[config.mk]
export PLATFORM = sky130hd
export DESIGN_NAME = rgt_back
export DESIGN_NICKNAME = d
export VERILOG_FILES = /design/src/rtl/core/rgt_pkg.sv /design/src/rtl/core/rgt_ram.sv /design/src/rtl/core/rgt_back.sv
export SDC_FILE = /design/constraint.sdc
export NUM_CORES = 2
export LEC_CHECK = 0
export ABC_CLOCK_PERIOD_IN_PS = 47700
export BUFFER_PORTS_ARGS = -buffer_cell sky130_fd_sc_hd__buf_2
export CELL_PAD_IN_SITES_DETAIL_PLACEMENT = 0
export CELL_PAD_IN_SITES_GLOBAL_PLACEMENT = 2
export CORE_MARGIN = 2
export CORE_UTILIZATION = 45
export DETAILED_ROUTE_END_ITERATION = 10
export PLACE_DENSITY_LB_ADDON = 0.3
export SLEW_MARGIN = 10
export SYNTH_ARGS = -nofsm -noshare
export SYNTH_HDL_FRONTEND = slang
export SYNTH_MEMORY_MAX_BITS = 65536
export SYNTH_SLANG_ARGS = --single-unit
[constraint.sdc]
create_clock -name clk -period 47.7 [get_ports clk]
set_input_delay 14.31 -clock clk [delete_from_list [all_inputs] [get_ports clk]]
set_output_delay 14.31 -clock clk [all_outputs]
set_load 0.03 [all_outputs]
[src/rtl/core/rgt_pkg.sv]
// Shared types and constants for the revision gap tracker.
// Used by every module under rtl/core except rgt_ram; depends on nothing else.
package rgt_pkg;

  // Slot table geometry.
  localparam int SLOT_COUNT = 64;
  localparam int SLOT_AW    = $clog2(SLOT_COUNT);
  localparam int SLOT_W     = 6;
  localparam int REV_W      = 64;

  // One table record: terminal flag, resync flag and last applied revision.
  localparam int REC_W = REV_W + 2;

  // Depth of the queue between the classifier and the executor.
  localparam int QUEUE_DEPTH = 2;

  // Stream widths, rounded up to whole bytes.
  localparam int IN_BITS    = SLOT_W + 3 + 3 * REV_W;
  localparam int IN_DATA_W  = ((IN_BITS + 7) / 8) * 8;
  localparam int IN_USER_W  = 2;
  localparam int OUT_BITS   = 3 + 3 + REV_W + 3 + REV_W + REV_W + 1 + 1;
  localparam int OUT_DATA_W = ((OUT_BITS + 7) / 8) * 8;

  typedef enum logic [1:0] {
    MODE_SNAPSHOT  = 2'd0,
    MODE_TOMBSTONE = 2'd1,
    MODE_DELTA     = 2'd2
  } mode_t;

  typedef enum logic [2:0] {
    ST_OK       = 3'd0,
    ST_DUP      = 3'd1,
    ST_INVALID  = 3'd2,
    ST_SNAP_REQ = 3'd3,
    ST_ID_REJ   = 3'd4
  } status_t;

  typedef enum logic [2:0] {
    DG_NONE       = 3'd0,
    DG_DUP        = 3'd1,
    DG_RANGE      = 3'd2,
    DG_GAP        = 3'd3,
    DG_IMPOSSIBLE = 3'd4
  } diag_t;

  typedef enum logic [2:0] {
    EV_NONE     = 3'd0,
    EV_SNAPSHOT = 3'd1,
    EV_TOMB     = 3'd2,
    EV_APPLIED  = 3'd3,
    EV_RESYNC   = 3'd4
  } event_t;

  // Classification made by the front end.
  typedef enum logic [2:0] {
    K_SNAP,     // accepted snapshot
    K_TOMB,     // accepted tombstone
    K_DELTA,    // consistent delta, judged against the record
    K_IDREJ,    // identifier rejected
    K_BADARG,   // bad mode or inconsistent delta on a valid slot
    K_BADSLOT   // slot outside the table
  } kind_t;

  // Classified item carried through the queue. For snapshots and tombstones
  // rev is the carried revision, for deltas the successor revision, and for
  // rejected items the detail value to report.
  typedef struct packed {
    kind_t              kind;
    logic [SLOT_AW-1:0] idx;
    logic               to_term;
    logic [REV_W-1:0]   prior;
    logic [REV_W-1:0]   rev;
  } item_t;

  typedef struct packed {
    status_t          status;
    diag_t            diagnostic;
    logic [REV_W-1:0] detail;
    event_t           event_res;
    logic [REV_W-1:0] event_revision;
    logic [REV_W-1:0] applied_revision;
    logic             resync_pending;
    logic             is_terminal;
  } result_t;

endpackage

[src/rtl/core/rgt_ram.sv]
// Generic single-write, single-read RAM with registered read data.
// Standalone; no package dependency.
module rgt_ram #(
  parameter int WIDTH = 8,
  parameter int DEPTH = 16
) (
  input  logic                     clk,
  input  logic                     we,
  input  logic [$clog2(DEPTH)-1:0] waddr,
  input  logic [WIDTH-1:0]         wdata,
  input  logic                     re,
  input  logic [$clog2(DEPTH)-1:0] raddr,
  output logic [WIDTH-1:0]         rdata
);

  logic [WIDTH-1:0] mem [DEPTH];

  // Write port and registered read port; read data holds between reads.
  always_ff @(posedge clk) begin
    if (we) begin
      mem[waddr] <= wdata;
    end
    if (re) begin
      rdata <= mem[raddr];
    end
  end

endmodule

[src/rtl/core/rgt_back.sv]
// Back end: reads the slot record, judges the item, writes the record back
// and holds the result beat. Depends on rgt_pkg and rgt_ram.
module rgt_back (
  input  logic             clk,
  input  logic             rst,
  input  logic             q_valid,
  output logic             q_pop,
  input  rgt_pkg::item_t   q_item,
  output logic             out_valid,
  input  logic             out_ready,
  output rgt_pkg::result_t out_res
);

  typedef enum logic {
    B_IDLE,
    B_EXEC
  } state_t;

  state_t                          state;
  rgt_pkg::item_t                  held;
  logic [rgt_pkg::SLOT_COUNT-1:0]  filled;
  logic [rgt_pkg::REC_W-1:0]       rd_rec;
  logic [rgt_pkg::REC_W-1:0]       wr_rec;
  logic                            wr_need;
  logic                            commit;
  logic                            ram_we;
  logic [rgt_pkg::REV_W-1:0]       cur;
  logic                            cur_resync;
  logic                            cur_term;
  logic [rgt_pkg::REV_W-1:0]       rec_rev_next;
  logic                            rec_resync_next;
  logic                            rec_term_next;
  rgt_pkg::result_t                res_next;

  // Record table: {terminal, resync, last revision} per slot.
  rgt_ram #(
    .WIDTH (rgt_pkg::REC_W),
    .DEPTH (rgt_pkg::SLOT_COUNT)
  ) u_table (
    .clk   (clk),
    .we    (ram_we),
    .waddr (held.idx),
    .wdata (wr_rec),
    .re    (q_pop),
    .raddr (q_item.idx),
    .rdata (rd_rec)
  );

  // Take an item only while idle; commit once the output register is free.
  assign q_pop  = (state == B_IDLE) && q_valid;
  assign commit = (state == B_EXEC) && (!out_valid || out_ready);
  assign ram_we = commit && wr_need;
  assign wr_rec = {rec_term_next, rec_resync_next, rec_rev_next};

  // A slot never written reads as the cleared record.
  always_comb begin
    if (filled[held.idx]) begin
      cur        = rd_rec[rgt_pkg::REV_W-1:0];
      cur_resync = rd_rec[rgt_pkg::REV_W];
      cur_term   = rd_rec[rgt_pkg::REV_W+1];
    end else begin
      cur        = '0;
      cur_resync = 1'b0;
      cur_term   = 1'b0;
    end
  end

  // Judge the item against the current record.
  always_comb begin
    rec_rev_next    = cur;
    rec_resync_next = cur_resync;
    rec_term_next   = cur_term;
    wr_need         = 1'b0;
    res_next.status         = rgt_pkg::ST_OK;
    res_next.diagnostic     = rgt_pkg::DG_NONE;
    res_next.detail         = '0;
    res_next.event_res      = rgt_pkg::EV_NONE;
    res_next.event_revision = '0;
    case (held.kind)
      rgt_pkg::K_SNAP, rgt_pkg::K_TOMB: begin
        rec_rev_next            = held.rev;
        rec_resync_next         = 1'b0;
        rec_term_next           = (held.kind == rgt_pkg::K_TOMB);
        wr_need                 = 1'b1;
        res_next.event_res      = (held.kind == rgt_pkg::K_TOMB) ? rgt_pkg::EV_TOMB
                                                                 : rgt_pkg::EV_SNAPSHOT;
        res_next.event_revision = held.rev;
      end
      rgt_pkg::K_DELTA: begin
        if (held.rev <= cur) begin
          res_next.status     = rgt_pkg::ST_DUP;
          res_next.diagnostic = rgt_pkg::DG_DUP;
          res_next.detail     = held.rev;
        end else if (cur_resync) begin
          res_next.status     = rgt_pkg::ST_SNAP_REQ;
          res_next.diagnostic = rgt_pkg::DG_GAP;
          res_next.detail     = held.prior;
        end else if (held.prior == cur) begin
          // In-order delta: apply it.
          rec_rev_next            = held.rev;
          rec_resync_next         = 1'b0;
          rec_term_next           = held.to_term;
          wr_need                 = 1'b1;
          res_next.event_res      = held.to_term ? rgt_pkg::EV_TOMB : rgt_pkg::EV_APPLIED;
          res_next.event_revision = held.rev;
        end else begin
          // Gap when the predecessor is ahead, impossible when it is behind.
          rec_resync_next         = 1'b1;
          wr_need                 = 1'b1;
          res_next.status         = rgt_pkg::ST_SNAP_REQ;
          res_next.diagnostic     = (held.prior > cur) ? rgt_pkg::DG_GAP
                                                       : rgt_pkg::DG_IMPOSSIBLE;
          res_next.detail         = held.prior;
          res_next.event_res      = rgt_pkg::EV_RESYNC;
          res_next.event_revision = cur;
        end
      end
      rgt_pkg::K_IDREJ: begin
        res_next.status = rgt_pkg::ST_ID_REJ;
      end
      rgt_pkg::K_BADARG, rgt_pkg::K_BADSLOT: begin
        res_next.status     = rgt_pkg::ST_INVALID;
        res_next.diagnostic = rgt_pkg::DG_RANGE;
        res_next.detail     = held.rev;
      end
      default: begin
        res_next.status     = rgt_pkg::ST_INVALID;
        res_next.diagnostic = rgt_pkg::DG_RANGE;
      end
    endcase
    // Record after the step; a slot outside the table reports zeros.
    if (held.kind == rgt_pkg::K_BADSLOT) begin
      res_next.applied_revision = '0;
      res_next.resync_pending   = 1'b0;
      res_next.is_terminal      = 1'b0;
    end else begin
      res_next.applied_revision = rec_rev_next;
      res_next.resync_pending   = rec_resync_next;
      res_next.is_terminal      = rec_term_next;
    end
  end

  // Sequencer, held item, written-slot marks and output register.
  always_ff @(posedge clk) begin
    if (q_pop) begin
      held <= q_item;
    end
    if (commit) begin
      out_res <= res_next;
    end
    if (rst) begin
      state     <= B_IDLE;
      filled    <= '0;
      out_valid <= 1'b0;
    end else begin
      case (state)
        B_IDLE: begin
          if (q_valid) begin
            state <= B_EXEC;
          end
        end
        B_EXEC: begin
          if (commit) begin
            state <= B_IDLE;
          end
        end
        default: begin
          state <= B_IDLE;
        end
      endcase
      if (ram_we) begin
        filled[held.idx] <= 1'b1;
      end
      if (commit) begin
        out_valid <= 1'b1;
      end else if (out_ready) begin
        out_valid <= 1'b0;
      end
    end
  end

endmodule
==> run metrics <==
Hold Path Class=register to register; final wirelength=553000 um; full die area=0.406 mm2; R2R setup slack=35800 ps; Port Buffer Count=346; Critical Path Start Type=input port; max-cap viol count=0; HPWL Detailed=285000 um; post-route ant nets=0; hold_buf cts=0; worst hold stages=2; first-pass detailed-route iteration total=6; sequential area share after synthesis=0.779; area growth from synthesis to layout=14.3%; CTS tree=done; Final Non-Filler Cells=14000; GRT Util Overall=0.269; EDFF count, synth=4631; Core ar.=0.399 mm2; WHS=468 ps; Yosys top cell area share=0.772; Die X=637 um; Vias/cell=6.43; endpoint with the worst hold slack=filled[10]; crit path DAT=14840 ps; post-route worst setup slack=18550 ps; Worst-Skew Late Latency=1020 ps; clk slew on worst S/H paths=60 ps; min-delay src=filled[10]; H-tree level count=5; # IOs=347; CTS buffer count=463; power per standard cell area=42.4 mW/mm2; worst slack, placed=18510 ps; WP data required=33390 ps; Synth area leader=edfxtp_1; slowest CP cell=buf_2; asr flop ratio synth=0; synthesis-stage register bit count=4697; RR Endpoint=u_table.mem[32][50]; Die H=637 um; GPL Wtd Cong=0.804; Starting Density=0.452; fraction of layout cells with a size suffix above 1=0.326; Final #Nets=8556; FP Rows=232; Design Area, Final=0.206 mm2; first-pass GRT wire length=746000 um; Setup Fix Bufs, Post-CTS=0; worst vdd ir=0.0000358 V; Synth Net Count=7823; final setup TNS=0 ps; Top FF cell, synth=edfxtp_1; crit path cell chain=buf_2, nor2b_4, buf_2; average routed wire per standard cell=39.6 um; clk_skew=92.5 ps; Setup Viol. Count Final=0; synth top area cells=edfxtp_1 77%, mux4_2 17%, ha_1 0.89%; RSZ-0062 raised after global routing=false; Netlist Area Pre-Place=0.180 mm2; CP Max Fanout=2; placed inst area=0.191 mm2; period utilisation layout=0.611; clk buf depth=4; RR Startpoint=held[131]; crit-path max cell delay=230 ps; fmax=34.3 MHz; Max Slew Vio Count=0; drt initial violations=12900; Least-Margin Pin Slew=1270 ps; final hold violations=0; clk root buf=clkbuf_16; outcome=finished, final reports clean; routed vias=89900; Setup crit end kind=output port; total gr overflow=0; DR DRC count=0; Sink Count=4697; pin count of the biggest net entering global routing=123; number of global-route vias before repair=88300; initial antenna violation count=31; Crit Path Class=input port to output port; Slew HR=0.153; placed instance count=13100; reg2reg path depth=23; crit-path most repeated cell=buf_2; Mean Syn Cell Area=23.9 um2; post-route minimum period=29150 ps; post-cts resize count=0; Netlist cell types=55; Synth Warn #=0; Syn Inst Count=7553; P_leak=65.1 nW
## stage by stage
step / total power [mW] / util
after floorplan: 5.08 / -
after global placement: 5.27 / 0.478
after detailed placement: 5.28 / 0.478
after CTS: 8.77 / 0.514
after global routing: 8.96 / 0.516
final: 8.73 / 0.516
## Yosys cell counts (4+ instances only)
library cell,count
o21ai_0,153
nand4_1,30
a31oi_1,7
a221oi_1,6
dfxtp_1,66
buf_2,27
clkbuf_1,274
nor3_1,54
o22ai_1,65
nor2_1,43
edfxtp_1,4631
buf_1,93
and3_1,7
nor2b_1,14
o21a_1,7
or2_2,4
nor4_1,5
a22o_1,65
o211ai_1,9
a21oi_1,41
o41ai_1,63
ha_1,128
mux4_2,1392
mux2i_1,12
a211oi_1,5
a21o_1,25
nand3_1,26
nand2_1,180
inv_1,74
clkbuf_2,6
## worst max-delay path: cells and delay by family
family | cells | cell delay, ps
simple gates | 1 | 200
buf+inv | 2 | 330
## flip-flops by register name, indices dropped and copies added, names as in the netlist
register	count
filled	64
held	138
out_res	203
out_valid	1
state	1
u_table.mem	4224
u_table.rdata	66
## report_power, final
part | total, mW | internal [mW] | switching (mW)
clock network | 3.53 | 1.98 | 1.55
registers | 4.65 | 4.63 | 0.0238
logic | 0.548 | 0.192 | 0.356
## how the worst max path moves through the flow
| stage | depth (start not counted) | to | startpoint |
|---|---|---|---|
| 2_1_floorplan | 1 | q_pop | q_valid |
| 3_3_place_gp | 3 | q_pop | q_valid |
| 3_5_place_dp | 3 | q_pop | q_valid |
| 4_1_cts | 3 | q_pop | q_valid |
| 5_1_grt | 3 | q_pop | q_valid |
| 6_report | 3 | q_pop | q_valid |
## cell usage in the layout (no fill, tap or decap), drive strengths merged, types with 7 or more instances in the layout
cell      instances
mux4           1392
a31oi             7
edfxtp         4631
a21oi            42
o21a              7
and3              7
nand2           180
bufinv           33
nor2             43
clkbuf          591
inv              92
o41ai            63
mux2i            12
buf             667
a22o             65
nand4            30
clkinv          181
nor2b            14
o22ai            66
dfxtp            66
diode            57
nor3             54
ha              128
o21ai           153
a21o             25
o211ai            9
clkinvlp          9
nand3            28
## layer usage
layer	global-route usage	up-vias	routed length, um
met5	0	-	37
met4	0.120	6	28100
met3	0.0415	914	47800
met2	0.433	5150	268000
met1	0.367	49500	208000
li1	-	34300	-
## kinds of logic after synthesis
kind of cell / after synthesis / synth area share
muxes: 1406 / 0.175
and+or+nand+nor: 378 / 0.00958
AOI/OAI and AO/OA: 470 / 0.0176
adders and majority gates: 128 / 0.00889
buffers and inverters: 474 / 0.0101
DFF: 4697 / 0.779
## final cells by class
type	count	area [um2]
diodes	57	143
clock buffers	590	12200
well taps	5265	6590
inverters	74	278
flip-flops and latches	4697	140000
clock inverters	241	2220
repair buffers	668	4940
multi-input cells	2382	39200
fillers	30700	193000
No activity file was read; power rests on OpenSTA's default activity.
