### config.mk
export PLATFORM = sky130hd
export DESIGN_NAME = rgt_front
export DESIGN_NICKNAME = d
export VERILOG_FILES = /design/src/rtl/core/rgt_pkg.sv /design/src/rtl/core/rgt_front.sv
export SDC_FILE = /design/constraint.sdc
export NUM_CORES = 1
export LEC_CHECK = 0
export ABC_AREA = 1
export BUFFER_PORTS_ARGS = -buffer_cell sky130_fd_sc_hd__buf_2
export CORE_AREA = 4 4 135 137
export DETAILED_ROUTE_END_ITERATION = 7
export DIE_AREA = 0 0 139 141
export SLEW_MARGIN = 10
export SYNTH_ARGS = -nofsm -noshare
export SYNTH_HDL_FRONTEND = slang
export SYNTH_SLANG_ARGS = --single-unit
### constraint.sdc
create_clock -name vclk -period 2.2
set_clock_uncertainty 0.05 [all_clocks]
set_input_delay 0.33 -clock vclk [all_inputs]
set_output_delay 0.33 -clock vclk [all_outputs]
set_load 0.03 [all_outputs]
### src/rtl/core/rgt_pkg.sv
// Shared types and constants for the revision gap tracker.
// Used by every module under rtl/core except rgt_ram; depends on nothing else.
package rgt_pkg;

  // Slot table geometry.
  localparam int SLOT_COUNT = 64;
  localparam int SLOT_AW    = $clog2(SLOT_COUNT);
  localparam int SLOT_W     = 6;
  localparam int REV_W      = 64;

  // One table record: terminal flag, resync flag and last applied revision.
  localparam int REC_W = REV_W + 2;

  // Depth of the queue between the classifier and the executor.
  localparam int QUEUE_DEPTH = 2;

  // Stream widths, rounded up to whole bytes.
  localparam int IN_BITS    = SLOT_W + 3 + 3 * REV_W;
  localparam int IN_DATA_W  = ((IN_BITS + 7) / 8) * 8;
  localparam int IN_USER_W  = 2;
  localparam int OUT_BITS   = 3 + 3 + REV_W + 3 + REV_W + REV_W + 1 + 1;
  localparam int OUT_DATA_W = ((OUT_BITS + 7) / 8) * 8;

  typedef enum logic [1:0] {
    MODE_SNAPSHOT  = 2'd0,
    MODE_TOMBSTONE = 2'd1,
    MODE_DELTA     = 2'd2
  } mode_t;

  typedef enum logic [2:0] {
    ST_OK       = 3'd0,
    ST_DUP      = 3'd1,
    ST_INVALID  = 3'd2,
    ST_SNAP_REQ = 3'd3,
    ST_ID_REJ   = 3'd4
  } status_t;

  typedef enum logic [2:0] {
    DG_NONE       = 3'd0,
    DG_DUP        = 3'd1,
    DG_RANGE      = 3'd2,
    DG_GAP        = 3'd3,
    DG_IMPOSSIBLE = 3'd4
  } diag_t;

  typedef enum logic [2:0] {
    EV_NONE     = 3'd0,
    EV_SNAPSHOT = 3'd1,
    EV_TOMB     = 3'd2,
    EV_APPLIED  = 3'd3,
    EV_RESYNC   = 3'd4
  } event_t;

  // Classification made by the front end.
  typedef enum logic [2:0] {
    K_SNAP,     // accepted snapshot
    K_TOMB,     // accepted tombstone
    K_DELTA,    // consistent delta, judged against the record
    K_IDREJ,    // identifier rejected
    K_BADARG,   // bad mode or inconsistent delta on a valid slot
    K_BADSLOT   // slot outside the table
  } kind_t;

  // Classified item carried through the queue. For snapshots and tombstones
  // rev is the carried revision, for deltas the successor revision, and for
  // rejected items the detail value to report.
  typedef struct packed {
    kind_t              kind;
    logic [SLOT_AW-1:0] idx;
    logic               to_term;
    logic [REV_W-1:0]   prior;
    logic [REV_W-1:0]   rev;
  } item_t;

  typedef struct packed {
    status_t          status;
    diag_t            diagnostic;
    logic [REV_W-1:0] detail;
    event_t           event_res;
    logic [REV_W-1:0] event_revision;
    logic [REV_W-1:0] applied_revision;
    logic             resync_pending;
    logic             is_terminal;
  } result_t;

endpackage

### src/rtl/core/rgt_front.sv
// Front end: unpacks an input beat and classifies it into a queue item.
// Depends on rgt_pkg.
module rgt_front (
  input  logic                          in_valid,
  output logic                          in_ready,
  input  logic [rgt_pkg::IN_DATA_W-1:0] in_data,
  input  logic [rgt_pkg::IN_USER_W-1:0] in_user,
  output logic                          push_valid,
  input  logic                          push_ready,
  output rgt_pkg::item_t                push_item
);

  rgt_pkg::mode_t                   mode;
  logic [rgt_pkg::SLOT_W-1:0]       slot;
  logic                             id_ok;
  logic                             to_term;
  logic                             has_rec;
  logic [rgt_pkg::REV_W-1:0]        pay;
  logic [rgt_pkg::REV_W-1:0]        prior;
  logic [rgt_pkg::REV_W-1:0]        next_rev;
  logic                             slot_ok;

  // Field unpacking, first field in the lowest bits.
  assign mode     = rgt_pkg::mode_t'(in_user);
  assign slot     = in_data[5:0];
  assign id_ok    = in_data[6];
  assign to_term  = in_data[7];
  assign has_rec  = in_data[8];
  assign pay      = in_data[72:9];
  assign prior    = in_data[136:73];
  assign next_rev = in_data[200:137];
  assign slot_ok  = 32'(slot) < rgt_pkg::SLOT_COUNT;

  // The queue takes a beat whenever it has room.
  assign push_valid = in_valid;
  assign in_ready   = push_ready;

  // Classification: everything that does not need the slot record.
  always_comb begin
    push_item.idx     = rgt_pkg::SLOT_AW'(slot);
    push_item.to_term = to_term;
    push_item.prior   = prior;
    push_item.kind    = rgt_pkg::K_BADARG;
    push_item.rev     = '0;
    case (mode)
      rgt_pkg::MODE_SNAPSHOT, rgt_pkg::MODE_TOMBSTONE: begin
        if (!id_ok) begin
          push_item.kind = rgt_pkg::K_IDREJ;
        end else begin
          push_item.kind = (mode == rgt_pkg::MODE_TOMBSTONE) ? rgt_pkg::K_TOMB
                                                             : rgt_pkg::K_SNAP;
          push_item.rev  = pay;
        end
      end
      rgt_pkg::MODE_DELTA: begin
        if (to_term && (!has_rec || pay != next_rev)) begin
          push_item.kind = rgt_pkg::K_BADARG;
          push_item.rev  = next_rev;
        end else if (!to_term && pay != next_rev) begin
          push_item.kind = rgt_pkg::K_BADARG;
          push_item.rev  = pay;
        end else begin
          push_item.kind = rgt_pkg::K_DELTA;
          push_item.rev  = next_rev;
        end
      end
      default: begin
        push_item.kind = rgt_pkg::K_BADARG;
        push_item.rev  = '0;
      end
    endcase
    // A slot outside the table overrides every other outcome.
    if (!slot_ok) begin
      push_item.kind = rgt_pkg::K_BADSLOT;
      push_item.rev  = '0;
    end
  end

endmodule

==> summary.txt, run 1 <==
Routed len/inst - 13.88 µm
Slowest-stage cell, CP - clkbuf_16
Worst Hold Path Cells - 0
Placement Setup Slack - -0.2243 ns
Largest area contributor in the netlist - nand2_1
Seq_cells - 0
Worst Path Arrival - 1.99 ns
P_leak - 3.875 nW
Width of the die - 139 µm
Clock buffers - 0
RSZ-0062 raised after global routing - yes
Starting density of the core - 21.35%
CP Data Required Time - 1.82 ns
Overall power - 1.339 mW
Synth Warn # - 0
Largest net degree at the start of global routing - 42
I/O pins - 352
Synth top area share - 39.06%
Setup CP Type - input pin to primary output
Core ar. - 17060 µm²
Die Y-Extent - 141 µm
# fillers - 1779
Area contributors post-synth - nand2_1 (39%), buf_4 (16%), nand3_1 (16%)
Worst-margin pin slew - 0.3798 ns
Layout Cells excl Fill - 1217
Synth Area in Adders - 0%
Drt drc - 0
Total grt overflow - 0
Number of diodes - 0
TNS Setup - -8.262 ns
Post-DP HPWL - 11090 µm
Nature of the critical path startpoint - input pin
Max incr delay on CP - 0.15 ns
Largest family of logic cells by synthesized area - simple AND/OR/NAND/NOR gates
Synth Instances - 805
Port Buffer Count - 201
Number of global-route vias before repair - 4976
Worst Hold Launch - in_data[113]
Hold Crit Endpoint - push_item[104]
Antenna Nets Post-Route - 0
GP Congestion - 0.8400
Total number of vias - 5264
Initial antenna violation count - 0
Status - complete, but fails checks
Synthesized cell area - 3642 µm²
Worst path cell trace - buf_2 -> inv_2 -> nand2_1 -> nand2_1 -> nor2_1 -> nand2_1 -> nor2_2 -> nand2_2 -> nor2_4 -> nand2_4 -> nand2_8 -> buf_6 -> clkbuf_16 -> nand2_1 -> nand3_1 -> nand2_1 -> buf_6
Crit path max fanout - 8
Total GRT Usage - 14.84%
Power density over the cells - 206.5 nW/µm²
Post-synth top cells - nand2_1 (379), inv_1 (124), nand3_1 (118)
Placed instance count - 1194
Sequential area share after synthesis - 0%
# rows - 48
Count leader, synth - nand2_1
Area Overhead vs Synth - 78.08%
Hold-fix buffers, CTS - 0
Final worst-path setup slack - -0.1701 ns
Crit end category - primary output
Vias per inst - 4.325
Compound-Gate Fraction of Synth Area - 0.4122%
Die ar. - 19600 µm²
Final Max Slew Viols - 0
Post-synth net total - 1017
Failing checks - setup timing
Final nets - 1206
Share of layout cells above drive strength 1 - 46.57%
Iteration-0 DRC count of the detailed router - 230
Worst relative slew slack - 74.68%
CP most frequent cell - nand2_1
Peak supply drop - 0.1047 mV
Area of the multi-input gates - 2939 µm²
Drt first pass iters - 4
Xor and xnor area share after synthesis - 2.164%
Number of max-cap violations - 0
Simple-gate portion of the synthesized area - 63.21%
Setup crit start - in_data[140]
FF+latch area - 0 µm²
Hold_ws - 0.6100 ns
Peak Freq - 421.9 MHz
Mux share of post-synthesis cell area - 0%
Fin crit share - 107.7%
Syn avg cell area - 4.525 µm²
First-pass GRT wire length - 24430 µm
Hold Crit Class - input pin to primary output
Minimum clock period - 2.370 ns
Final Hold Fails - 0
Yosys cell types - 17
Final setup viols - 66
Routed WL - 16890 µm
[how the worst max path moves through the flow]
stage | endpoint
floorplan | push_item[54]
global placement | push_item[57]
detailed placement | push_item[57]
CTS | push_item[13]
global route | push_item[35]
finish | push_item[35]
[critical path, delay by kind of cell]
family / cells / cell delay [ns]
buf+inv: 5 / 0.58
simple gates: 12 / 1.06
[what timing repair did]
action | in CTS | in global routing
setup buffers | 12 | 0
gates resized for setup | 228 | 139
setup endpoints to repair | 66 | 66
cloned | 9 | 5
pin swaps | 44 | 79
[logic make-up (layout without fill, tap and decap cells)]
family,Yosys count,in the layout
AOI/OAI and AO/OA,3,3
xor gates and xnor gates,9,9
and+or+nand+nor,554,554
buffers and inverters,239,426
[layout by cell type, fill, tap and decap left out, drive strengths merged]
| cell type | instances |
|---|---|
| nand2 | 381 |
| nor2 | 45 |
| a21oi | 2 |
| clkbuf | 4 |
| nand3 | 128 |
| o21ai | 1 |
| inv | 133 |
| xor2 | 9 |
| buf | 289 |
[power by group]
part / switching [mW] / internal [mW] / total, mW
clock: 0 / 0 / 0
sequential: 0 / 0 / 0
combinational: 0.733 / 0.607 / 1.34
total: 0.733 / 0.607 / 1.34
[stage by stage]
step	utilization (%)	cell area [µm²]
after floorplan	-	3642
after global placement	28.31	4828
after detailed placement	28.31	4828
after CTS	34.54	5891
after global routing	38.03	6486
final	38.03	6486
[final cells by class]
class	count	share of cell area, %
inverter	133	7.697
multi-input combinational	566	45.31
tap	225	4.340
timing repair buffer	293	42.65
[metal layers]
layer | GRT usage (%) | up-vias | wire, µm
met2 | 28.07 | 194 | 8517
met3 | 2.544 | 48 | 931
met4 | 3.605 | 0 | 568
li1 | - | 2693 | -
met5 | 0 | - | 0
met1 | 17.32 | 2329 | 6868
(Power assumes the default switching activity.)
==> inputs of run 2 (changes only) <==
- clock period: 2.2 -> 2.5 ns (I/O delays scaled with it)
==> run 2 against run 1 <==
  * The run now ends clean
  * Critical endpoint is now push_item[57]
  * Routed wire length fell by 8.5%
  * Core utilization fell by 5.5 points
  * Critical path depth fell by 1
  * Final cell count fell by 4.9%
  * Sequential share of layout area did not move
  * Via count fell by 5.7%
  * First-iteration DRC count fell by 19%
  * Count of clock-buffer cells in the layout did not move
  * Non-clock buffer count fell by 61
  * Combinational power fell by 21%
  * Largest cell class unchanged
  * Flip-flop and latch count did not move
==> summary.txt, run 2 (synthesis gave the netlist of run 1 again) <==
Status - complete, no violations
RSZ-0062 raised after global routing - yes
Die Y-Extent - 141 µm (unchanged)
Hold_ws - 0.7000 ns (+0.09000 ns)
FF+latch area - 0 µm² (unchanged)
Number of global-route vias before repair - 4480 (-10%)
# fillers - 1891 (+6.3%)
Initial antenna violation count - 0 (unchanged)
Total GRT Usage - 12.76% (-2.1 points)
Total number of vias - 4963 (-5.7%)
Placement Setup Slack - -0.008778 ns (+0.2155 ns)
Port Buffer Count - 201 (unchanged)
Routed WL - 15460 µm (-8.5%)
Worst-margin pin slew - 0.3541 ns (-0.02573 ns)
Final worst-path setup slack - 0.06849 ns (+0.2386 ns)
Layout Cells excl Fill - 1157 (-4.9%)
Post-DP HPWL - 10780 µm (-2.7%)
Placed Instance Area - 4446 µm² (-7.9%)
CP most frequent cell - nand2_1
Fin crit share - 97.26%
First-pass GRT wire length - 21530 µm (-12%)
Max incr delay on CP - 0.16 ns (about the same)
Drt first pass iters - 4 (unchanged)
Antenna Nets Post-Route - 0 (unchanged)
Setup CP Type - input pin to primary output
Worst Hold Path Cells - 0 (unchanged)
Crit path max-delay family - simple AND/OR/NAND/NOR gates
Clock buffers - 0 (unchanged)
Crit path max fanout - 8 (unchanged)
# rows - 48 (unchanged)
Area Overhead vs Synth - 52.52%
Buf/Inv on CP - 4 (-1)
TNS Setup - 0 ns (+8.262 ns)
Final Hold Fails - 0 (unchanged)
Largest net degree at the start of global routing - 43 (+2.4%)
Crit end category - primary output
Routed len/inst - 13.36 µm (-3.7%)
Peak supply drop - 0.07804 mV (-25%)
Total grt overflow - 0 (unchanged)
Worst path cell trace - buf_2 -> inv_1 -> nand2_1 -> nand2_1 -> nor2_1 -> nand2_1 -> nor2_2 -> nand2_2 -> nor2_4 -> nand2_8 -> nand2_8 -> buf_12 -> nand2_1 -> nand3_1 -> nand2_2 -> buf_6
Slowest-stage cell, CP - nor2_4
CP Data Required Time - 2.08 ns (+0.26 ns)
Placed instance count - 1148 (-3.9%)
Width of the die - 139 µm (unchanged)
Core ar. - 17060 µm² (unchanged)
Share of layout cells above drive strength 1 - 42.60% (-4.0 points)
Layout Utilization - 32.57% (-5.5 points)
Final Max Slew Viols - 0 (unchanged)
Die ar. - 19600 µm² (unchanged)
Most frequent cells in the layout - nand2_1 (295), buf_2 (133), inv_1 (119)
Final nets - 1146 (-5.0%)
Worst relative slew slack - 76.39% (+1.7 points)
GP Congestion - 0.8247 (-1.8%)
Hold Crit Class - input pin to primary output
Worst Hold Launch - in_data[5]
Worst Path Arrival - 2.01 ns (+0.02 ns)
Hold Crit Endpoint - push_item[134]
Drt drc - 0 (unchanged)
Nature of the critical path startpoint - input pin
Vias per inst - 4.290 (-0.83%)
Commonest non-fill, non-tap cell in the layout - nand2_1
P_leak - 3.378 nW (-13%)
Overall power - 1.064 mW (-21%)
I/O pins - 352 (unchanged)
Minimum clock period - 2.432 ns
Final setup viols - 0 (-100%)
Number of max-cap violations - 0 (unchanged)
Design Area, Final - 5555 µm² (-14%)
Number of diodes - 0 (unchanged)
Peak Freq - 411.3 MHz
Seq_cells - 0 (unchanged)
Power density over the cells - 191.6 nW/µm² (-7.2%)
Iteration-0 DRC count of the detailed router - 187 (-19%)
Starting density of the core - 21.35% (unchanged)
## run 2: cell count changes in the layout (fill, tap and decap cells not counted), sizes merged
cell    delta
buf       -67
clkbuf     +6
nand2      +1
## run 2: what timing repair did
item,in CTS,in global routing
gates resized for setup,1,344
cloned,0,9
hold buffers,0,0
pin swaps,0,54
buffers inserted,0,0
setup endpoints to repair,3,66
hold endpoints to repair,0,0
## run 2: cell type report
class / count / area, µm² / share of cell area [%]
multi-input cells: 567 / 2922 / 52.59
well taps: 225 / 281.5 / 5.068
repair buffers: 232 / 1853 / 33.36
inverters: 133 / 499.2 / 8.986
## run 2: power breakdown
part           switching [mW]  internal [mW]
clock network               0              0
logic                   0.627          0.437
registers                   0              0
## run 2: worst max-delay path by stage
stage | start | end | slack [ns] | cells past startpoint
after CTS | in_data[16] | push_item[57] | 0.003 | 16
final | in_data[44] | push_item[57] | 0.07 | 16
after global routing | in_data[41] | push_item[12] | -0.10 | 16
after global placement | in_data[41] | push_item[57] | -0.008 | 16
after detailed placement | in_data[41] | push_item[57] | -0.009 | 16
after floorplan | in_data[139] | push_item[54] | 0.46 | 14
## run 2: per-layer routing
metal	vias to the layer above	share of wire, %	global-route usage (%)
li1	2575	-	-
met1	2165	40	15.22
met2	185	50	23.32
met3	38	6.5	2.544
met4	0	2.8	3.450
met5	-	0	0
