`src/rtl/core/rgt_pkg.sv`:
```
// Shared types and constants for the revision gap tracker.
// Used by every module under rtl/core except rgt_ram; depends on nothing else.
package rgt_pkg;

  // Slot table geometry.
  localparam int SLOT_COUNT = 64;
  localparam int SLOT_AW    = $clog2(SLOT_COUNT);
  localparam int SLOT_W     = 6;
  localparam int REV_W      = 64;

  // One table record: terminal flag, resync flag and last applied revision.
  localparam int REC_W = REV_W + 2;

  // Depth of the queue between the classifier and the executor.
  localparam int QUEUE_DEPTH = 2;

  // Stream widths, rounded up to whole bytes.
  localparam int IN_BITS    = SLOT_W + 3 + 3 * REV_W;
  localparam int IN_DATA_W  = ((IN_BITS + 7) / 8) * 8;
  localparam int IN_USER_W  = 2;
  localparam int OUT_BITS   = 3 + 3 + REV_W + 3 + REV_W + REV_W + 1 + 1;
  localparam int OUT_DATA_W = ((OUT_BITS + 7) / 8) * 8;

  typedef enum logic [1:0] {
    MODE_SNAPSHOT  = 2'd0,
    MODE_TOMBSTONE = 2'd1,
    MODE_DELTA     = 2'd2
  } mode_t;

  typedef enum logic [2:0] {
    ST_OK       = 3'd0,
    ST_DUP      = 3'd1,
    ST_INVALID  = 3'd2,
    ST_SNAP_REQ = 3'd3,
    ST_ID_REJ   = 3'd4
  } status_t;

  typedef enum logic [2:0] {
    DG_NONE       = 3'd0,
    DG_DUP        = 3'd1,
    DG_RANGE      = 3'd2,
    DG_GAP        = 3'd3,
    DG_IMPOSSIBLE = 3'd4
  } diag_t;

  typedef enum logic [2:0] {
    EV_NONE     = 3'd0,
    EV_SNAPSHOT = 3'd1,
    EV_TOMB     = 3'd2,
    EV_APPLIED  = 3'd3,
    EV_RESYNC   = 3'd4
  } event_t;

  // Classification made by the front end.
  typedef enum logic [2:0] {
    K_SNAP,     // accepted snapshot
    K_TOMB,     // accepted tombstone
    K_DELTA,    // consistent delta, judged against the record
    K_IDREJ,    // identifier rejected
    K_BADARG,   // bad mode or inconsistent delta on a valid slot
    K_BADSLOT   // slot outside the table
  } kind_t;

  // Classified item carried through the queue. For snapshots and tombstones
  // rev is the carried revision, for deltas the successor revision, and for
  // rejected items the detail value to report.
  typedef struct packed {
    kind_t              kind;
    logic [SLOT_AW-1:0] idx;
    logic               to_term;
    logic [REV_W-1:0]   prior;
    logic [REV_W-1:0]   rev;
  } item_t;

  typedef struct packed {
    status_t          status;
    diag_t            diagnostic;
    logic [REV_W-1:0] detail;
    event_t           event_res;
    logic [REV_W-1:0] event_revision;
    logic [REV_W-1:0] applied_revision;
    logic             resync_pending;
    logic             is_terminal;
  } result_t;

endpackage

```
`src/rtl/core/rgt_queue.sv`:
```
// Short FIFO of classified items between the front end and the executor.
// Depends on rgt_pkg.
module rgt_queue (
  input  logic           clk,
  input  logic           rst,
  input  logic           push_valid,
  output logic           push_ready,
  input  rgt_pkg::item_t push_item,
  output logic           pop_valid,
  input  logic           pop_ready,
  output rgt_pkg::item_t pop_item
);

  localparam int PTR_W = (rgt_pkg::QUEUE_DEPTH > 1) ? $clog2(rgt_pkg::QUEUE_DEPTH) : 1;
  localparam int CNT_W = $clog2(rgt_pkg::QUEUE_DEPTH + 1);
  localparam logic [PTR_W-1:0] LAST_PTR = PTR_W'(rgt_pkg::QUEUE_DEPTH - 1);
  localparam logic [CNT_W-1:0] FULL_CNT = CNT_W'(rgt_pkg::QUEUE_DEPTH);

  rgt_pkg::item_t   entries [rgt_pkg::QUEUE_DEPTH];
  logic [PTR_W-1:0] wr_ptr;
  logic [PTR_W-1:0] rd_ptr;
  logic [CNT_W-1:0] count;
  logic             do_push;
  logic             do_pop;

  assign push_ready = (count != FULL_CNT);
  assign pop_valid  = (count != '0);
  assign pop_item   = entries[rd_ptr];
  assign do_push    = push_valid && push_ready;
  assign do_pop     = pop_valid && pop_ready;

  // Item storage.
  always_ff @(posedge clk) begin
    if (do_push) begin
      entries[wr_ptr] <= push_item;
    end
  end

  // Pointers and fill count.
  always_ff @(posedge clk) begin
    if (rst) begin
      wr_ptr <= '0;
      rd_ptr <= '0;
      count  <= '0;
    end else begin
      if (do_push) begin
        wr_ptr <= (wr_ptr == LAST_PTR) ? '0 : wr_ptr + 1'b1;
      end
      if (do_pop) begin
        rd_ptr <= (rd_ptr == LAST_PTR) ? '0 : rd_ptr + 1'b1;
      end
      if (do_push && !do_pop) begin
        count <= count + 1'b1;
      end else if (do_pop && !do_push) begin
        count <= count - 1'b1;
      end
    end
  end

endmodule

```
`config.mk`:
```
export PLATFORM = sky130hd
export DESIGN_NAME = rgt_queue
export DESIGN_NICKNAME = d
export VERILOG_FILES = /design/src/rtl/core/rgt_pkg.sv /design/src/rtl/core/rgt_queue.sv
export SDC_FILE = /design/constraint.sdc
export NUM_CORES = 1
export LEC_CHECK = 0
export BUFFER_PORTS_ARGS = -buffer_cell sky130_fd_sc_hd__buf_4
export CORE_UTILIZATION = 25
export CTS_CLUSTER_DIAMETER = 120
export DETAILED_ROUTE_END_ITERATION = 10
export GPL_TIMING_DRIVEN = 0
export HOLD_SLACK_MARGIN = 0.12
export PLACE_DENSITY_LB_ADDON = 0.3
export SLEW_MARGIN = 20
export SYNTH_ARGS = -nofsm -noshare
export SYNTH_HDL_FRONTEND = slang
export SYNTH_SLANG_ARGS = --single-unit
export TNS_END_PERCENT = 20
```
`constraint.sdc`:
```
create_clock -name clk -period 4 [get_ports clk]
set_input_delay 0 -clock clk [delete_from_list [all_inputs] [get_ports clk]]
set_output_delay 0 -clock clk [all_outputs]
set_load 0.01 [all_outputs]
```
==> metrics.yaml, run 1 <==
drive_above_1_share_pct: 51.0
nNetsFinal: 1059
comb_power_share_pct: 27.6
yosysUniqueCellTypes: 19
reg2reg_depth: 6
start_kind: "flip-flop"
cts_resized: 0
grt_start_max_net_pins: 80
setup_viol: 0
io_pins: 282
synth_edf_count: 276
tns_ps: 0
synthTopCellsByArea: "edfxtp_1 81%, mux2_2 15%, buf_6 1.3%"
cts.path.max_buffers: 3
max_cap_viol_count: 0
r2r-end: "count[1]"
synth-seq-area-share_pct: 82.1
tightest_slew_ps: 481
holdPathStages: 2
route.vias.total: 5818
dr.pass1.iters: 4
cts_sinks: 281
port_buffers: 281
ant_nets: 0
n_fill_cell: 3747
ir_worst_vdd_mv: 0.373
design.core.area_um2: 40000
min-delay-start: "push_item[128]"
async_reset_ff_share_pct: 0
path_clk_slew_ps: 60
die_area_um2: 41700
fmax_ghz: 0.453
holdPathEnd: "entries[0][128]"
yosysWarnings: 0
grt_remaining_overflow: 0
cts_tree: "done"
synth_top_area_share_pct: 81.1
crit_fanout: 5
synth_common_cells: "276 x edfxtp_1, 138 x mux2_2, 12 x buf_6, 5 x dfxtp_1"
cts_htree_levels: 1
synth_flop_cell: "edfxtp_1"
slew_headroom_pct: 68.0
pwr-share-seq_pct: 42.1
synth_area_um2: 10200
ys_seq_elements: 281
synth.most_common_cell: "edfxtp_1"
p_clk_share_pct: 30.3
die_w_um: 204
r2r_start: "count[0]"
num_rows: 73
area_growth_pct: 51.8
insertion_delay_ps: 550
post-route-period-util_pct: 55.1
drc: 0
fin_ws_ps: 1790
critical_path.slowest_cell: "dlygate4sd3_1"
min_period_ps: 2210
rsz0062_at_grt: "false"
status: "finished clean"
cts_buffers: 31
post_drt_wl_per_cell_um: 15.8
viasPerCell: 3.97
powerDensity_nw_per_um2: 575
r2r_slack_ps: 1790
slew_viol_final: 0
grt_pass1_vias: 6381
die_h_um: 204
hold_class: "in2reg"
diodes: 0
swShare_pct: 26.0
syn_inst: 453
syn_nets: 596
leakage_nw: 5.73
dp_slack_ps: 1840
critPathArrivalTime_ps: 2690
routabilityCongestion: 0.690
grt.total_usage_pct: 10.8
synth_top_area_cell: "edfxtp_1"
hold_violations: 0
switchingPower_mw: 2.32
crit_type: "reg2reg"
antenna_found_initial: 1
avgSynthCellArea_um2: 22.6
fin_worst_skew_ps: 8.63
crit_required_ps: 4490
initialDrtViolationCount: 152
wirelength_um: 23100
floorplan.initialDensity_pct: 25.5
grt_first_pass_wirelength_um: 34600
dp_hpwl_um: 14700
critPathMaxStageDelay_ps: 600
crit_path_cell_trace: "nand2b_1, and2_1, ha_1, dlygate4sd3_1, or3_1, a21oi_1"
worst_setup_path_end_kind: "flip-flop"
clock_tree.root_cell: "clkbuf_16"
p_int_mw: 6.59
[layer usage]
layer | part of all wire [%] | vias to the layer above | wire [um] | global-route usage (%)
li1 | - | 2736 | - | -
met1 | 39 | 2878 | 9080 | 12.0
met2 | 52 | 162 | 11900 | 19.4
met3 | 7.0 | 40 | 1620 | 3.56
met4 | 2.1 | 2 | 483 | 3.14
met5 | 0.074 | - | 17 | 0
[state kept, by name, summed over array words and instances (netlist names), named ones only]
signal and cells:
rd_ptr 1, entries 276, wr_ptr 1, count 2
[how the worst max path moves through the flow]
| stage | to | cells after the start | slack, ps | from |
|---|---|---|---|---|
| global placement | entries[0][33] | 3 | -1920 | count[0] |
| detailed placement | entries[0][48] | 4 | 1840 | count[0] |
| finish | count[1] | 6 | 1790 | count[0] |
| floorplan | entries[0][0] | 3 | 110 | count[0] |
| CTS | count[1] | 6 | 1800 | count[0] |
| global route | count[1] | 6 | 1680 | count[0] |
[what timing repair did]
action,in CTS,in global routing
buffers inserted,0,0
hold endpoints to repair,307,0
hold buffers,145,0
[power by group through the flow]
stage / Sequential (mW) / Combinational (mW) / Clock, mW
finish: 3.75 / 2.47 / 2.70
global route: 3.79 / 2.66 / 2.90
CTS: 3.76 / 2.54 / 2.81
detailed placement: 3.82 / 2.40 / 0
global placement: 3.88 / 2.35 / 0
floorplan: 3.83 / 1.24 / 0
[worst max-delay path: cells and delay by family (launching register included)]
kind / cells / cell delay [ps]
fa+ha+maj: 1 / 280
buf+inv: 1 / 600
compound gates: 1 / 150
flops: 1 / 350
simple gates: 3 / 760
[per-stage QoR]
stage	util, %	instance area [um2]	power [mW]	instances	hold slack (ps)
2_1_floorplan	-	10200	5.08	453	69.1
3_3_place_gp	32.5	13000	6.23	1259	185
3_5_place_dp	32.7	13100	6.21	1263	188
4_1_cts	38.8	15500	9.10	1464	122
5_1_grt	38.8	15500	9.35	1464	132
6_report	38.8	15500	8.92	1464	168
[cell families after synthesis]
logic type      synth area share [%]
flops                           82.1
mux                             15.2
buf+inv                         1.55
simple gates                   0.490
compound gates                 0.294
xor+xnor                       0.257
fa+ha+maj                      0.122
[cell usage in the layout, fill, tap and decap left out, drive strengths merged]
cell type,Yosys,layout
nor2,3,3
and3,1,1
and2,1,1
inv,1,2
nand3b,1,1
clkbuf,0,39
dfxtp,5,5
ha,1,1
bufinv,0,3
a21bo,1,1
dlygate4sd3,0,145
xor2,3,3
o21ai,2,2
mux2,138,138
or2,1,1
clkinv,0,13
edfxtp,276,276
a21oi,2,2
buf,15,300
nand2b,1,1
or3,1,1
[area by class of cell]
| type | count | area, um2 | area share, % |
|---|---|---|---|
| inverters | 1 | 11.3 | 0.0726 |
| clock inverters | 17 | 150 | 0.968 |
| plain buffers | 15 | 155 | 1.00 |
| well taps | 525 | 657 | 4.24 |
| repair buffers | 430 | 3660 | 23.6 |
| clock buffers | 39 | 806 | 5.20 |
| flip-flops and latches | 281 | 8390 | 54.1 |
| multi-input cells | 156 | 1680 | 10.8 |
Note: power is estimated with default switching activity, not from simulation.
==> run 2, diff against run 1 <==
==> constraint.sdc (replaced) <==
create_clock -name clk -period 1.9 [get_ports clk]
set_input_delay 0 -clock clk [delete_from_list [all_inputs] [get_ports clk]]
set_output_delay 0 -clock clk [all_outputs]
set_load 0.01 [all_outputs]
==> metrics.yaml, run 2 (synthesized netlist as in run 1, its figures left out) <==
status: "finished clean"
grt_pass1_vias: 6272  # -1.7%
crit_type: "reg2reg"
min_period_ps: 1840  # -364 ps
crit_required_ps: 2350  # -2140 ps
power_mw: 18.9  # +110%
floorplan.initialDensity_pct: 25.5  # unchanged
hold_violations: 0  # unchanged
swShare_pct: 25.9  # -0.16 points
hold_class: "in2reg"
final-seq-area_um2: 8390  # about the same
placed_area_um2: 13200  # +0.59%
p_clk_share_pct: 29.7  # -0.6 points
antenna_found_initial: 1  # unchanged
cts_sinks: 281  # unchanged
dr.pass1.iters: 4  # unchanged
fmax_ghz: 0.543  # +20%
grt_use_met1_pct: 12.5  # +0.48 points
reg_top3: "entries x276, count x2"
regMostFlops: "entries"
rsz0062_at_grt: "true"
cts_htree_levels: 1  # unchanged
multiInputGateArea_um2: 1710  # +1.6%
wirelength_um: 23100  # -0.23%
slew_viol_final: 0  # unchanged
grt_start_max_net_pins: 45  # -44%
post-route-period-util_pct: 96.9  # +42 points
reg2reg_depth: 6  # unchanged
port_buffers: 281  # unchanged
worst_setup_path_end_kind: "flip-flop"
max_cap_viol_count: 0  # unchanged
layout_commonest_cell: "buf_4"
pwr-share-seq_pct: 41.8  # -0.3 points
dp_cells: 1267  # +0.32%
slew_headroom_pct: 59.1  # -8.9 points
drc: 0  # unchanged
num_rows: 73  # unchanged
drive_above_1_share_pct: 52.6  # +1.6 points
critPathArrivalTime_ps: 2290  # -400 ps
powerDensity_nw_per_um2: 1210  # +110%
dp_slack_ps: -394  # -2240 ps
die_h_um: 204  # unchanged
grt_remaining_overflow: 0  # unchanged
die_area_um2: 41700  # unchanged
comb_power_share_pct: 28.5  # +0.9 points
setup_viol: 0  # unchanged
die_w_um: 204  # unchanged
p_int_mw: 14.0  # +110%
switchingPower_mw: 4.90  # +110%
grt_busiest_layer: "met2"
post_drt_wl_per_cell_um: 15.7  # -0.57%
cts.path.max_buffers: 3  # unchanged
use_met3_pct: 3.64  # +0.080 points
routabilityCongestion: 0.691  # about the same
holdPathStages: 2  # unchanged
diodes: 0  # unchanged
ant_nets: 0  # unchanged
design.core.area_um2: 40000  # unchanged
route.vias.total: 5862  # +0.76%
largest_reg_flops: 276  # unchanged
insertion_delay_ps: 560  # about the same
area_growth_pct: 53.1
layout_common_cells: "283 x buf_4, 276 x edfxtp_1, 144 x dlygate4sd3_1"
grt.met2_usage_pct: 18.3  # -1.1 points
fin_worst_skew_ps: 12.4  # +3.74 ps
start_kind: "flip-flop"
finalCoreUtilization_pct: 39.1  # +0.35 points
fin_ws_ps: 58.0  # -1740 ps
clock_tree.root_cell: "clkbuf_16"
ir_worst_vdd_mv: 0.747  # +100%
viasPerCell: 3.99  # +0.41%
nNetsFinal: 1065  # +0.57%
layout.cells.non_filler: 1469  # +0.34%
design_area_um2: 15700  # +0.91%
leakage_nw: 5.79  # +1.0%
dp_hpwl_um: 14900  # +1.5%
timing.hold.ws_ps: 164  # -4.58 ps
tightest_slew_ps: 614  # +133 ps
cts_buffers: 30  # -3.2%
tns_ps: 0  # unchanged
io_pins: 282  # unchanged
grt_first_pass_wirelength_um: 34400  # -0.50%
n_fill_cell: 3776  # +0.77%
grt.total_usage_pct: 10.6  # -0.15 points
crit_fanout: 6  # +1
cts_tree: "done"
initialDrtViolationCount: 176  # +16%
path_clk_slew_ps: 60  # about the same
run 2: cell count changes in the layout (fill, tap and decap cells not counted), sizes merged:
cell         previous run  this run
clkinvlp                0         3
clkbuf                 39        36
and3                    1         2
inv                     2         0
dlygate4sd3           145       144
buf                   300       306
clkinv                 13        14
run 2: area by class of cell:
type,instances,area share [%]
repair inverters,1,0.0320
flip-flops and latches,281,53.6
clock buffers,36,5.08
multi-input cells,157,10.9
plain buffers,15,1.14
repair buffers,435,24.0
clock inverters,18,1.02
inverters,1,0.0480
well taps,525,4.20
run 2: per-layer routing:
layer	up-vias	part of all wire [%]
met5	-	0.065
met4	2	2.7
met3	37	7.5
met2	184	49
met1	2892	41
li1	2747	-
run 2: critical path, cell delays in order, from the launching register on:
cell	delay (ps)
dfxtp_4	360
nand2b_4	160
and2_1	190
ha_4	290
xor2_1	140
nor2_1	50
dlygate4sd3_1	540
run 2: final timing paths:
kind / start / end / slack, ps
min: push_item[130] / entries[0][130] / 160
max: count[0] / count[0] / 60
max reg2reg: count[0] / count[0] / 60
min reg2reg: rd_ptr / rd_ptr / 510
run 2: power by group through the flow:
| stage | registers (mW) | clock network, mW | logic, mW |
|---|---|---|---|
| after floorplan | 8.05 | 0 | 2.63 |
| after global placement | 8.13 | 0 | 4.95 |
| after detailed placement | 8.04 | 0 | 5.13 |
| after CTS | 7.91 | 5.86 | 5.46 |
| after global routing | 7.99 | 6.06 | 5.80 |
| final | 7.92 | 5.62 | 5.39 |
run 2: timing repair:
action | in CTS | in global routing
hold buffers | 144 | 0
gates cloned | 1 | 1
buffers inserted | 2 | 0
resized for setup | 3 | 9
endpoints found under the setup margin | 265 | 219
endpoints found under the hold margin | 281 | 0
pin swaps | 1 | 3
==> run 3, diff against run 2 <==
--- a/config.mk
+++ b/config.mk
@@ -6,6 +6,7 @@
 export NUM_CORES = 1
 export LEC_CHECK = 0
 export BUFFER_PORTS_ARGS = -buffer_cell sky130_fd_sc_hd__buf_4
+export CAP_MARGIN = 20
 export CORE_UTILIZATION = 25
 export CTS_CLUSTER_DIAMETER = 120
 export DETAILED_ROUTE_END_ITERATION = 10
==> constraint.sdc (replaced) <==
create_clock -name clk -period 2.05 [get_ports clk]
set_input_delay 0 -clock clk [delete_from_list [all_inputs] [get_ports clk]]
set_output_delay 0 -clock clk [all_outputs]
set_load 0.01 [all_outputs]
==> metrics.yaml, run 3 (synthesized netlist as in run 1, its figures left out) <==
setup_viol: 0  # unchanged
start_kind: "flip-flop"
layout_common_cells: "287 x buf_4, 276 x edfxtp_1, 156 x dlygate4sd3_1"
cts.path.max_buffers: 3  # unchanged
design.core.area_um2: 40000  # unchanged
r2r_slack_ps: 180  # +120 ps
slew_headroom_pct: 68.6  # +9.6 points
floorplan.initialDensity_pct: 25.5  # unchanged
grt_remaining_overflow: 0  # unchanged
reg2reg_depth: 6  # unchanged
post_drt_wl_per_cell_um: 16.2  # +3.2%
initialDrtViolationCount: 158  # -10%
power_mw: 17.6  # -7.2%
die_area_um2: 41700  # unchanged
num_rows: 73  # unchanged
r2r-end: "count[0]"
clock_tree.root_cell: "clkbuf_16"
crit_path_cell_trace: "buf_4, buf_6, mux2_2, buf_4"
critPathArrivalTime_ps: 1930  # -360 ps
fmax_ghz: 0.518
cts_buffers: 31  # +3.3%
dr.pass1.iters: 4  # unchanged
design_area_um2: 15700  # +0.47%
ant_nets: 0  # unchanged
cts_htree_levels: 1  # unchanged
crit_type: "reg2out"
grt_pass1_vias: 6510  # +3.8%
tightest_slew_ps: 470  # -144 ps
hold_class: "in2reg"
cts_resized: 0  # -3
max_cap_viol_count: 0  # unchanged
critical_path.slowest_cell: "mux2_2"
worst_setup_path_end_kind: "primary output"
layout.cells.non_filler: 1482  # +0.88%
largest_reg_flops: 276  # unchanged
dp_hpwl_um: 15300  # +2.8%
n_fill_cell: 3730  # -1.2%
route.vias.total: 5945  # +1.4%
min_period_ps: 1930
regMostFlops: "entries"
powerDensity_nw_per_um2: 1120  # -7.6%
port_buffers: 281  # unchanged
viasPerCell: 4.01  # +0.53%
wirelength_um: 24000  # +4.1%
fin_ws_ps: 119  # +60.8 ps
critPathMostFrequentCell: "buf_4"
drc: 0  # unchanged
grt.total_usage_pct: 11.2  # +0.55 points
dp_cells: 1267  # unchanged
cts_tree: "done"
grt_start_max_net_pins: 37  # -18%
crit_fanout: 10  # +4
critPathMaxStageDelay_ps: 350  # -190 ps
die_h_um: 204  # unchanged
antenna_found_initial: 2  # +1
cts_sinks: 281  # unchanged
io_pins: 282  # unchanged
hold_violations: 0  # unchanged
reg_top3: "entries x276, count x2"
min-delay-start: "push_item[82]"
post-route-period-util_pct: 94.2
diodes: 0  # unchanged
insertion_delay_ps: 560  # about the same
slew_viol_final: 0  # unchanged
path_clk_slew_ps: 60  # about the same
grt_first_pass_wirelength_um: 35900  # +4.4%
fin_worst_skew_ps: 13.2  # +0.781 ps
drive_above_1_share_pct: 51.4  # -1.2 points
ir_worst_vdd_mv: 0.727  # -2.7%
r2r_start: "count[1]"
placed_area_um2: 13200  # about the same
holdPathEnd: "entries[1][82]"
layout_commonest_cell: "buf_4"
die_w_um: 204  # unchanged
area_growth_pct: 53.9
crit_required_ps: 2050  # -300 ps
nNetsFinal: 1079  # +1.3%
rsz0062_at_grt: "false"
dp_slack_ps: -32.3  # +361 ps
holdPathStages: 2  # unchanged
leakage_nw: 5.83  # +0.65%
routabilityCongestion: 0.687  # -0.52%
status: "finished clean"
## run 3: cell count changes in the layout (fill, tap and decap cells not counted), sizes merged
cell         change
buf              +2
clkbuf           +3
clkinv           -4
clkinvlp         -1
dlygate4sd3     +12
inv              +1
## run 3: timing repair
item                                    4_1_cts  5_1_grt
pin swaps                                     1        0
setup buffers                                 0        4
endpoints found under the setup margin       70       79
endpoints found under the hold margin       298        0
cloned                                        1        0
hold buffers                                156        0
## run 3: per-layer routing
metal / up-vias / part of all wire [%] / global-route usage, %
li1: 2776 / - / -
met1: 2931 / 39 / 12.7
met2: 182 / 51 / 20.0
met3: 52 / 6.4 / 3.38
met4: 4 / 2.9 / 3.36
met5: - / 0.11 / 0
## run 3: through the flow
stage	util, %	TNS [ps]	hold slack [ps]
detailed placement	32.9	-1510	188
global placement	32.5	-641260	185
floorplan	-	-227770	65.0
finish	39.3	0	168
CTS	39.2	0	120
global route	39.3	0	138
## run 3: worst max path at each step
stage / from / to / slack (ps)
2_1_floorplan: count[0] / entries[0][0] / -1020
3_3_place_gp: count[0] / entries[0][1] / -2760
3_5_place_dp: count[0] / entries[1][6] / -30
4_1_cts: flip-flop / pop_item[29] / 20
5_1_grt: flip-flop / pop_item[72] / 7
6_report: flip-flop / pop_item[72] / 120
## run 3: final cells by class
| type | instances | area, um2 | share of cell area (%) |
|---|---|---|---|
| buffer | 15 | 155 | 0.987 |
| clock buffer | 39 | 806 | 5.12 |
| clock inverter | 15 | 148 | 0.939 |
| inverter | 1 | 7.51 | 0.0477 |
| multi-input combinational | 157 | 1690 | 10.8 |
| sequential | 281 | 8390 | 53.4 |
| tap | 525 | 657 | 4.18 |
| timing repair buffer | 449 | 3870 | 24.6 |
## run 3: power breakdown
group          total, mW  switching, mW  leakage (nW)  internal [mW]
sequential          7.32          0.157          2.62           7.17
combinational       4.96           2.28          2.75           2.68
clock               5.28           2.15         0.461           3.12
total               17.6           4.58          5.83           13.0
## run 3: critical path, delay by kind of cell, from the launching register on
kind	cells	cell delay (ps)
buffers and inverters	3	660
muxes	1	350
DFF	1	340
